`src/hw/rtl/flp_pkg.sv`:
```
// Package with the shared types and constants of the fixed length frame parser.
package flp_pkg;

  localparam int unsigned PAYLOAD_LEN = 16;
  localparam int unsigned CntW = $clog2(PAYLOAD_LEN + 1);

  localparam logic [7:0] PREAMBLE_A = 8'hFA;
  localparam logic [7:0] PREAMBLE_B = 8'hDE;

  typedef enum logic [1:0] {
    KIND_HUNT     = 2'd0,
    KIND_FUNCTION = 2'd1,
    KIND_PAYLOAD  = 2'd2,
    KIND_CHECKSUM = 2'd3
  } flp_kind_e;

  typedef enum logic [4:0] {
    ST_HUNT  = 5'b00001,
    ST_PRE2  = 5'b00010,
    ST_FUNC  = 5'b00100,
    ST_DATA  = 5'b01000,
    ST_CHECK = 5'b10000
  } flp_state_e;

  // Byte held in the input stage, with its valid flag.
  typedef struct packed {
    logic       valid;
    logic [7:0] data;
  } flp_byte_t;

  typedef struct packed {
    flp_kind_e  byte_kind;
    logic [7:0] function_code;
    logic [7:0] payload_byte;
    logic [3:0] payload_index;
    logic       packet_found;
    logic       checksum_bad;
    logic [7:0] checksum_computed;
  } flp_result_t;

endpackage

```
`src/hw/rtl/flp_in_stage.sv`:
```
// Input register stage that holds one received byte until the parser takes it.
module flp_in_stage (
  input  logic             clk_i,
  input  logic             rst_ni,
  input  logic             in_valid_i,
  output logic             in_stall_o,
  input  logic [7:0]       rx_byte_i,
  input  logic             advance_i,
  output flp_pkg::flp_byte_t byte_o
);
  import flp_pkg::*;

  logic       valid_q, valid_d;
  logic [7:0] data_q, data_d;

  // A held byte that cannot move on blocks the input.
  assign in_stall_o = valid_q & ~advance_i;

  always_comb begin
    valid_d = valid_q;
    data_d  = data_q;
    if (!in_stall_o) begin
      valid_d = in_valid_i;
      if (in_valid_i) begin
        data_d = rx_byte_i;
      end
    end
  end

  always_ff @(posedge clk_i or negedge rst_ni) begin
    if (!rst_ni) begin
      valid_q <= 1'b0;
    end else begin
      valid_q <= valid_d;
    end
  end

  always_ff @(posedge clk_i) begin
    data_q <= data_d;
  end

  assign byte_o.valid = valid_q;
  assign byte_o.data  = data_q;

endmodule

```
`src/hw/rtl/flp_core.sv`:
```
// Parser state and the single-pass logic that turns one byte into one result.
module flp_core (
  input  logic                 clk_i,
  input  logic                 rst_ni,
  input  flp_pkg::flp_byte_t   byte_i,
  input  logic                 advance_i,
  output flp_pkg::flp_result_t result_o
);
  import flp_pkg::*;

  flp_state_e      state_q, state_d;
  logic [7:0]      sum_q, sum_d;
  logic [CntW-1:0] count_q, count_d;
  logic [7:0]      func_q, func_d;
  logic [7:0]      c;
  logic [7:0]      sum_add;
  logic [CntW-1:0] count_inc;
  logic [7:0]      count_ext;

  assign c         = byte_i.data;
  assign sum_add   = sum_q + c;
  assign count_inc = count_q + CntW'(1);
  assign count_ext = 8'(count_q);

  always_comb begin
    state_d  = state_q;
    sum_d    = sum_q;
    count_d  = count_q;
    func_d   = func_q;
    result_o = '0;
    case (state_q)
      ST_PRE2: begin
        state_d = (c == PREAMBLE_B) ? ST_FUNC : ST_HUNT;
      end
      ST_FUNC: begin
        func_d  = c;
        sum_d   = c;
        count_d = '0;
        state_d = ST_DATA;
        result_o.byte_kind         = KIND_FUNCTION;
        result_o.function_code     = c;
        result_o.checksum_computed = c;
      end
      ST_DATA: begin
        sum_d   = sum_add;
        count_d = count_inc;
        if (count_inc == CntW'(PAYLOAD_LEN)) begin
          state_d = ST_CHECK;
        end
        result_o.byte_kind         = KIND_PAYLOAD;
        result_o.function_code     = func_q;
        result_o.payload_byte      = c;
        result_o.payload_index     = count_ext[3:0];
        result_o.checksum_computed = sum_add;
      end
      ST_CHECK: begin
        state_d = ST_HUNT;
        result_o.byte_kind         = KIND_CHECKSUM;
        result_o.function_code     = func_q;
        result_o.packet_found      = 1'b1;
        result_o.checksum_bad      = (sum_q != c);
        result_o.checksum_computed = sum_q;
      end
      default: begin
        state_d = (c == PREAMBLE_A) ? ST_PRE2 : ST_HUNT;
      end
    endcase
  end

  always_ff @(posedge clk_i or negedge rst_ni) begin
    if (!rst_ni) begin
      state_q <= ST_HUNT;
      sum_q   <= '0;
      count_q <= '0;
      func_q  <= '0;
    end else if (advance_i) begin
      state_q <= state_d;
      sum_q   <= sum_d;
      count_q <= count_d;
      func_q  <= func_d;
    end
  end

endmodule

```
`src/hw/rtl/flp_out_stage.sv`:
```
// Result register that holds one result item until the receiver takes it.
module flp_out_stage (
  input  logic                 clk_i,
  input  logic                 rst_ni,
  input  logic                 load_i,
  input  flp_pkg::flp_result_t result_i,
  input  logic                 out_stall_i,
  output logic                 out_valid_o,
  output flp_pkg::flp_result_t result_o
);
  import flp_pkg::*;

  logic        valid_q, valid_d;
  flp_result_t result_q, result_d;

  always_comb begin
    valid_d  = valid_q;
    result_d = result_q;
    if (load_i) begin
      valid_d  = 1'b1;
      result_d = result_i;
    end else if (!out_stall_i) begin
      valid_d = 1'b0;
    end
  end

  always_ff @(posedge clk_i or negedge rst_ni) begin
    if (!rst_ni) begin
      valid_q <= 1'b0;
    end else begin
      valid_q <= valid_d;
    end
  end

  always_ff @(posedge clk_i) begin
    result_q <= result_d;
  end

  assign out_valid_o = valid_q;
  assign result_o    = result_q;

endmodule

```
`src/hw/rtl/fixed_length_frame_parser.sv`:
```
// Byte-serial frame parser: it hunts for the preamble 0xFA 0xDE, then takes a function
// byte, PAYLOAD_LEN payload bytes and a checksum byte, and gives one result item for
// every received byte. The checksum is the 8-bit wrapping sum of the function and
// payload bytes, and its error flag applies to the current packet only. A byte
// passes from input to output through the input register, then the result register,
// and a new byte is accepted every cycle while the output is not stalled.
module fixed_length_frame_parser (
  input  logic       clk_i,
  input  logic       rst_ni,
  input  logic       in_valid_i,
  output logic       in_stall_o,
  input  logic [7:0] rx_byte_i,
  output logic       out_valid_o,
  input  logic       out_stall_i,
  output logic [1:0] byte_kind_o,
  output logic [7:0] function_code_o,
  output logic [7:0] payload_byte_o,
  output logic [3:0] payload_index_o,
  output logic       packet_found_o,
  output logic       checksum_bad_o,
  output logic [7:0] checksum_computed_o
);
  import flp_pkg::*;

  flp_byte_t   in_byte;
  flp_result_t core_result;
  flp_result_t out_result;
  logic        advance;

  // The held byte moves on when the result register is empty or being emptied.
  assign advance = in_byte.valid & ~(out_valid_o & out_stall_i);

  flp_in_stage u_in_stage (
    .clk_i      (clk_i),
    .rst_ni     (rst_ni),
    .in_valid_i (in_valid_i),
    .in_stall_o (in_stall_o),
    .rx_byte_i  (rx_byte_i),
    .advance_i  (advance),
    .byte_o     (in_byte)
  );

  flp_core u_core (
    .clk_i     (clk_i),
    .rst_ni    (rst_ni),
    .byte_i    (in_byte),
    .advance_i (advance),
    .result_o  (core_result)
  );

  flp_out_stage u_out_stage (
    .clk_i       (clk_i),
    .rst_ni      (rst_ni),
    .load_i      (advance),
    .result_i    (core_result),
    .out_stall_i (out_stall_i),
    .out_valid_o (out_valid_o),
    .result_o    (out_result)
  );

  assign byte_kind_o         = out_result.byte_kind;
  assign function_code_o     = out_result.function_code;
  assign payload_byte_o      = out_result.payload_byte;
  assign payload_index_o     = out_result.payload_index;
  assign packet_found_o      = out_result.packet_found;
  assign checksum_bad_o      = out_result.checksum_bad;
  assign checksum_computed_o = out_result.checksum_computed;

endmodule
```
`config.mk`:
```
export PLATFORM = sky130hd
export DESIGN_NAME = fixed_length_frame_parser
export DESIGN_NICKNAME = d
export VERILOG_FILES = /design/src/hw/rtl/flp_pkg.sv /design/src/hw/rtl/flp_in_stage.sv /design/src/hw/rtl/flp_core.sv /design/src/hw/rtl/flp_out_stage.sv /design/src/hw/rtl/fixed_length_frame_parser.sv
export SDC_FILE = /design/constraint.sdc
export NUM_CORES = 1
export LEC_CHECK = 0
export ABC_AREA = 0
export BUFFER_PORTS_ARGS = -buffer_cell sky130_fd_sc_hd__buf_2
export CORE_UTILIZATION = 60
export CTS_BUF_LIST = sky130_fd_sc_hd__clkbuf_16
export DETAILED_ROUTE_END_ITERATION = 16
export PLACE_DENSITY = 0.83
export SETUP_SLACK_MARGIN = 0.15
export SKIP_CTS_REPAIR_TIMING = 1
export SLEW_MARGIN = 20
export SYNTH_ARGS = -nofsm -noshare
export SYNTH_HDL_FRONTEND = slang
export SYNTH_SLANG_ARGS = --single-unit
```
`constraint.sdc`:
```
create_clock -name clk_i -period 4.4 [get_ports clk_i]
set_input_delay 0 -clock clk_i [delete_from_list [all_inputs] [get_ports clk_i]]
set_output_delay 0 -clock clk_i [all_outputs]
set_load 0.02 [all_outputs]
```
Word level (Yosys, flattened, before mapping) --
Cells that the tools add are included.
Operators by class: reductions and logical operators 5, add/sub/neg operators 2, eq/ne operators 10, multiplexer cells 11, bitwise operators 6
Operators with widths (number):
- case mux 10 bit (3 select lines) | 1
- case mux 8 bit (3 select lines) | 1
- case mux 5 bit (4 select lines) | 1
- == test 8 bit, second input constant | 2
- case mux 8 bit (2 select lines) | 1
- == test 5 bit, second input constant | 2
- case mux 5 bit (2 select lines) | 1
- adder 8 bit | 1
- != test 8 bit | 1
- AND reduction 2 bit | 4
- adder 5 x 1 -> 5 bit, second input constant | 1
- == test 5 x 2 -> 1 bit, second input constant | 1
- == test 5 x 3 -> 1 bit, second input constant | 1
- == test 5 x 4 -> 1 bit, second input constant | 1
- two-way mux 5 bit | 1
- two-way mux 2 bit | 2
- != test 2 x 1 -> 1 bit, second input constant | 2
- bitwise AND 1 bit | 3
- two-way mux 3 bit | 1
- NOT 1 bit | 3
- two-way mux 1 bit | 2
- nonzero test 2 bit | 1
Word-level totals: word-level logic and storage cells 48, register bits after elaboration 68, output and inout bits 34

Depth between registers and ports, before layout --
Gate-level depths: netlist of the first run.
word-level depth 7, mapped depth 8, gate-level depth less buffers 7

Cells and area by module --
From an unflattened synthesis of the first run, not the netlist that was laid out.
Unflattened totals: cell total of the unflattened synthesis 259, area total of the unflattened synthesis 3269.4 µm²
Modules (own cells, without submodules):
- flp_core | area an instance 1959.4 µm², instances 1, cells an instance 210
- flp_out_stage | area an instance 993.5 µm², instances 1, cells an instance 34
- flp_in_stage | area an instance 305.3 µm², instances 1, cells an instance 14
- fixed_length_frame_parser | area an instance 11.3 µm², instances 1, cells an instance 1

Least setup slack after synthesis of the first run --
OpenSTA, ideal clock, no wires.
kind reg2reg, start register u_out_stage.valid_q, in the netlist u_out_stage.out_valid_o, end register u_core.func_q[0], library setup time 0.125 ns, data required time 4.275 ns, data arrival time 2.251 ns, period minus slack after synthesis 2.376 ns, stages on the path, launching flop included 5, path slack 2.024 ns, cell sequence dfrtp_1 a21bo_2 clkinv_1 nand2_2 mux2_2
Between the ends: longest elaborated chain between the ends 4
RTL lines:
- from (decl) | RTL line flp_out_stage.sv:13 | logic valid_q, valid_d;
- from (signal assigned) | RTL line flp_out_stage.sv:31 | valid_q <= valid_d;
- bitwise AND 1 bit | RTL line fixed_length_frame_parser.sv:31 | assign advance = in_byte.valid & ~(out_valid_o & out_stall_i);
- NOT 1 bit | RTL line fixed_length_frame_parser.sv:31
- bitwise AND 1 bit | RTL line fixed_length_frame_parser.sv:31
- named net advance | RTL line fixed_length_frame_parser.sv:28 | logic advance;
- AND reduction 2 bit (no source line)
- to (signal assigned) | RTL line flp_core.sv:80 | func_q <= func_d;
- to (decl) | RTL line flp_core.sv:14 | logic [7:0] func_q, func_d;
The timed path passes the listed nets, and every way through them passes these cells. A chain may end at the register's enable or synchronous reset.

==> results.py, run 1 <==
metrics = {
    "place": {
        "hpwl_um": 4550,
        "io_buffers": 45,
        "place_ws_ns": 1.96,
        "dpl_cell_area_sq_um": 3470,
        "gp_congestion": 0.929,
        "dpl.cell_count": 376,
    },
    "pwr": {
        "p_leak_nw": 1.76,
        "vdd_drop_max_mv": 0.273,
        "powerDensity_nw_per_um2": 409,
    },
    "timing": {
        "fin_skew_ns": 0.00417,
        "tns_ns": 0,
        "drv_slew": 0,
        "timing.hold.ws_ns": 0.254,
        "fin_crit_sh": 0.559,
        "fmax_mhz": 406,
        "rsz0062_at_grt": "false",
        "hold_violations": 0,
        "slew_headroom": 0.453,
        "setup_viol": 0,
        "min_period_ns": 2.46,
        "setup_slack_ns": 1.94,
        "worst_pin_slew_ns": 0.818,
    },
    "critical_path": {
        "critPathBufInv": 0,
        "startpoint_type": "flip-flop",
        "cp_slowest_cell": "edfxtp_1",
        "path_cells": "ha_1, fa_1, a211oi_1, o21bai_1, a21oi_1, mux2i_1, nand2_1",
        "critPathTopFamily": "adder cells",
        "cp_data_arrival_time_ns": 2.54,
        "path_class": "reg2reg",
        "crit_fanout": 6,
        "end_kind": "flip-flop",
        "critPathMaxStageDelay_ns": 0.51,
        "worst-endpoint-required_ns": 4.47,
    },
    "floorplan": {
        "boundaryPins": 46,
        "die_h_um": 75.1,
        "core_sq_um": 5140,
        "dieArea_sq_um": 5650,
        "start_util": 0.624,
        "rows": 26,
        "die_w_um": 75.1,
    },
    "cells_and_area": {
        "final_common_cell": "buf_2",
        "drive_gt1_frac": 0.231,
        "n_antenna_cell": 0,
        "nNetsFinal": 349,
        "stdcell_area_sq_um": 3890,
        "stdcell_count": 403,
        "area_delta_synth_final_pct": 21.1,
        "mostFrequentLayoutCells": "45 x buf_2, 40 x edfxtp_1, 36 x nand2_1, 27 x dfrtp_1",
    },
    "routing": {
        "drt_iter0_drc": 242,
        "num_vias": 2439,
        "vias_per_cell": 6.05,
        "drtAntennaViolNets": 0,
        "wl_um": 7160,
        "avgRoutedWirePerCell_um": 17.8,
        "drc": 0,
        "dr.pass1.iters": 5,
    },
    "global_route": {
        "overflow": 0,
        "antenna_found_initial": 0,
        "grt_max_degree": 29,
        "grt_usage": 0.272,
        "grt_pass1_vias": 2253,
        "grt_pass1_wl_um": 10800,
    },
    "synth": {
        "yosys_warnings": 0,
        "ys_ff_latch": 68,
        "avgSynthCellArea_sq_um": 11.9,
        "synth.distinct_cells": 55,
        "synth-async-reset-ratio": 0.412,
        "ys.flop_type": "edfxtp_1",
        "synth_enable_flop_cells": 40,
        "synth_cells": 269,
        "yosys.area.top_type": "edfxtp_1",
        "synth_top_area_frac": 0.374,
        "syn-num-nets": 290,
        "ys_top_cells_by_area": "edfxtp_1 37%, dfrtp_1 21%, nand2_1 4.2%, ha_1 3.1%, and3_1 2.5%",
        "seq_area_frac_synth": 0.593,
        "syn-cell-area_sq_um": 3210,
    },
    "cts": {
        "numClockSinks": 68,
        "cts_root_buf": "clkbuf_16",
        "cts_htree_levels": 3,
        "cts_tree": "yes",
        "clk_latency_ns": 0.33,
        "clkTransAtPathRegs_ns": 0.05,
        "cts_buffers": 9,
        "cts.path.max_buffers": 2,
    },
    "job": {
        "cap_viol_max_count": 0,
    },
    "status": {
        "status": "complete, no violations",
    },
    "min_path": {
        "hold_class": "in2async",
    },
}
==> synth_stat cells (2+ instances only) <==
| master | count |
|---|---|
| a211oi_1 | 3 |
| a21o_1 | 3 |
| a21oi_1 | 10 |
| a221o_1 | 2 |
| a22o_1 | 8 |
| a22oi_1 | 5 |
| a31oi_1 | 5 |
| and2_1 | 2 |
| and3_1 | 13 |
| buf_2 | 3 |
| buf_6 | 2 |
| clkbuf_1 | 4 |
| dfrtp_1 | 27 |
| edfxtp_1 | 40 |
| ha_1 | 8 |
| inv_1 | 6 |
| mux2_2 | 6 |
| mux2i_1 | 2 |
| nand2_1 | 36 |
| nand2b_1 | 3 |
| nand3_1 | 7 |
| nand3b_1 | 2 |
| nor2_1 | 13 |
| nor3_1 | 4 |
| nor4_1 | 3 |
| o211ai_1 | 2 |
| o21a_1 | 2 |
| o21ai_0 | 13 |
| o21bai_1 | 2 |
| o22ai_1 | 2 |
| o41ai_1 | 2 |
| xnor2_1 | 4 |
| xor2_1 | 3 |
==> layer usage <==
layer | share of wire | vias up | global-route usage
li1 | - | 1131 | -
met4 | 0.024 | 0 | 0.144
met2 | 0.51 | 114 | 0.441
met3 | 0.054 | 16 | 0.0616
met1 | 0.41 | 1178 | 0.344
met5 | 0 | - | 0
==> state kept, by name, summed over array words and instances (netlist names) <==
name	count
u_in_stage.valid_q	1
u_core.func_q	8
u_core.count_q	5
u_core.sum_q	8
u_out_stage.result_o	32
u_in_stage.data_q	8
u_out_stage.out_valid_o	1
u_core.state_q	5
==> worst register-to-register path, cell delays in order (launching register included) <==
cell      delay (ns)
edfxtp_1        0.51
ha_1            0.30
fa_1            0.42
a211oi_1        0.31
o21bai_1        0.11
a21oi_1         0.22
mux2i_1         0.26
nand2_1         0.07
==> through the flow <==
step                      power, mW  utilization
after floorplan               0.802            -
after global placement        0.844        0.675
after detailed placement      0.848        0.675
after CTS                      1.58        0.735
after global routing           1.63        0.756
final                          1.59        0.756
==> where the power goes <==
group	leakage (nW)	internal [mW]	switching [mW]	total, mW
clock	0.158	0.488	0.256	0.744
sequential	0.774	0.708	0.0190	0.727
combinational	0.830	0.0402	0.0786	0.119
==> cell type report <==
cell class              count  area [sq um]
inverters                   7          26.3
flip-flops and latches     68          1900
clock inverters             7          82.6
multi-input cells         184          1210
well taps                  70          87.6
repair buffers             58           350
clock buffers               9           225
fillers                   332          1250
==> worst paths after layout <==
path	from	endpoint	slack (ns)	cells after the start
max in group asynchronous	rst_ni	u_core.count_q[1]	3.69	2
min in group clk_i	rx_byte_i[4]	u_in_stage.data_q[4]	0.39	2
setup reg to reg	u_in_stage.data_q[0]	u_out_stage.result_o[6]	1.94	7
hold reg to reg	u_in_stage.valid_q	u_out_stage.out_valid_o	0.48	1
hold / removal	rst_ni	u_core.func_q[7]	0.25	2
setup / recovery	u_in_stage.data_q[0]	u_out_stage.result_o[6]	1.94	7
==> kinds of logic (layout without fill, tap and decap cells) <==
group	Yosys count	after routing	share of synthesized area
muxes	8	8	0.0273
adders and majority gates	9	9	0.0374
AOI/OAI and AO/OA	66	66	0.145
buffers and inverters	17	81	0.0292
DFF	68	68	0.593
xor gates and xnor gates	7	7	0.0191
and+or+nand+nor	94	94	0.149
(Power assumes the default switching activity.)
==> run 2, diff against run 1 <==
CORE_UTILIZATION = 57   (was 60)
PLACE_DENSITY = 0.79   (was 0.83)
clock period = 2.48 ns   (was 4.4 ns; I/O delays follow)
==> results.py, run 2 (synthesis results as in run 1) <==
metrics = {
    "status": {
        "status": "complete, no violations",
    },
    "cts": {
        "cts_tree": "yes",
        "numClockSinks": 68,
        "cts_root_buf": "clkbuf_16",
        "cts_htree_levels": 3,
        "clk_latency_ns": 0.33,
        "cts_buffers": 9,
        "cts.path.max_buffers": 2,
        "clkTransAtPathRegs_ns": 0.05,
    },
    "cells_and_area": {
        "n_antenna_cell": 0,
        "nNetsFinal": 357,
        "mostFrequentLayoutCells": "45 x buf_2, 40 x edfxtp_1, 36 x nand2_1, 27 x dfrtp_1",
        "largest_reg_flops": 32,
        "drive_gt1_frac": 0.258,
        "final_common_cell": "buf_2",
        "regArea_sq_um": 1900,
        "multi_input_area_sq_um": 1220,
        "n_fill_cell": 386,
        "stdcell_area_sq_um": 3920,
        "area_delta_synth_final_pct": 22.0,
    },
    "pwr": {
        "p_clk_frac": 0.429,
        "vdd_drop_max_mv": 0.578,
        "seq_power_share": 0.486,
        "combPwrFrac": 0.085,
        "p_leak_nw": 1.78,
        "p_sw_mw": 0.634,
        "powerDensity_nw_per_um2": 672,
        "intPower_mw": 2.00,
        "switching_share": 0.241,
    },
    "critical_path": {
        "rr_startpoint": "u_in_stage.data_q[0]",
        "end_kind": "flip-flop",
        "path_class": "reg2reg",
        "startpoint_type": "flip-flop",
        "crit_fanout": 3,
        "cp_data_arrival_time_ns": 2.28,
        "timing.critical_path.from": "u_in_stage.data_q[0]",
        "worst-endpoint-required_ns": 2.56,
    },
    "timing": {
        "rsz0062_at_grt": "false",
        "fmax_mhz": 455,
        "fin_skew_ns": 0.00460,
        "hold_violations": 0,
        "min_period_ns": 2.20,
        "slew_headroom": 0.566,
        "drv_slew": 0,
        "worst_pin_slew_ns": 0.652,
        "fin_crit_sh": 0.886,
        "setup_viol": 0,
        "tns_ns": 0,
    },
    "place": {
        "io_buffers": 45,
        "hpwl_um": 4710,
        "dpl_cell_area_sq_um": 3530,
        "gp_congestion": 0.896,
    },
    "floorplan": {
        "rows": 26,
        "start_util": 0.609,
        "die_h_um": 77.0,
        "dieArea_sq_um": 5930,
        "core_sq_um": 5270,
        "boundaryPins": 46,
        "die_w_um": 77.0,
    },
    "routing": {
        "dr.pass1.iters": 5,
        "drt_iter0_drc": 240,
        "wl_um": 7060,
        "num_vias": 2400,
        "drtAntennaViolNets": 0,
        "vias_per_cell": 5.84,
        "avgRoutedWirePerCell_um": 17.2,
        "drc": 0,
    },
    "global_route": {
        "overflow": 0,
        "antenna_found_initial": 0,
        "grt_pass1_vias": 2239,
        "grt_usage": 0.258,
        "grt_pass1_wl_um": 11400,
        "grt_max_degree": 29,
    },
    "job": {
        "cap_viol_max_count": 0,
    },
    "min_path": {
        "hold_class": "in2async",
    },
}
[run 2: cell types whose count changed in the layout (fill, tap and decap cells not counted)]
cell and change:
a211oi_1 -1, a211oi_2 +1, buf_4 +8, bufinv_16 -2, clkinv_1 -1, clkinv_2 +1
clkinv_4 +2, clkinvlp_4 +1, inv_1 -1
[run 2: metal layers]
| metal | up-vias | GRT usage | wire, um |
|---|---|---|---|
| met5 | - | 0 | 0 |
| met4 | 0 | 0.109 | 104 |
| met3 | 13 | 0.0536 | 593 |
| met2 | 117 | 0.399 | 3400 |
| met1 | 1128 | 0.355 | 2960 |
| li1 | 1142 | - | - |
[run 2: final timing paths]
| check | to | cells after the start | slack [ns] |
|---|---|---|---|
| min in group clk_i | u_in_stage.data_q[5] | 2 | 0.37 |
| max in group asynchronous | u_core.sum_q[7] | 2 | 1.81 |
| max reg2reg | u_out_stage.result_o[6] | 7 | 0.28 |
| min reg2reg | u_out_stage.out_valid_o | 1 | 0.48 |
| min | u_core.count_q[1] | 2 | 0.25 |
| max | u_out_stage.result_o[6] | 7 | 0.28 |
[run 2: area by class of cell]
type / count / share of cell area
Clock buffer: 9 / 0.0575
Clock inverter: 7 / 0.0112
Inverter: 7 / 0.00703
Multi-Input combinational cell: 184 / 0.311
Sequential cell: 68 / 0.486
Tap cell: 70 / 0.0224
Timing Repair Buffer: 66 / 0.105
[run 2: critical path: stages (launching register included)]
cell      delay (ns)
edfxtp_1        0.39
ha_1            0.24
fa_1            0.44
a211oi_2        0.30
o21bai_1        0.11
a21oi_1         0.17
mux2i_1         0.24
nand2_1         0.06
[run 2: stage by stage]
step / setup WS (ns) / power (mW) / hold WS (ns) / std cells / utilization
2_1_floorplan: 0.314 / 1.42 / -0.296 / 269 / -
3_3_place_gp: 0.279 / 1.51 / 0.0673 / 384 / 0.670
3_5_place_dp: 0.279 / 1.51 / 0.0613 / 384 / 0.670
4_1_cts: 0.259 / 2.62 / -0.284 / 400 / 0.721
5_1_grt: 0.136 / 2.72 / 0.327 / 411 / 0.743
6_report: 0.283 / 2.63 / 0.251 / 411 / 0.743
[run 2: power groups by stage]
stage	sequential, mW	combinational [mW]	clock [mW]
4_1_cts	1.28	0.210	1.13
3_5_place_dp	1.30	0.208	0
3_3_place_gp	1.30	0.207	0
5_1_grt	1.28	0.243	1.19
6_report	1.28	0.223	1.13
2_1_floorplan	1.34	0.0811	0
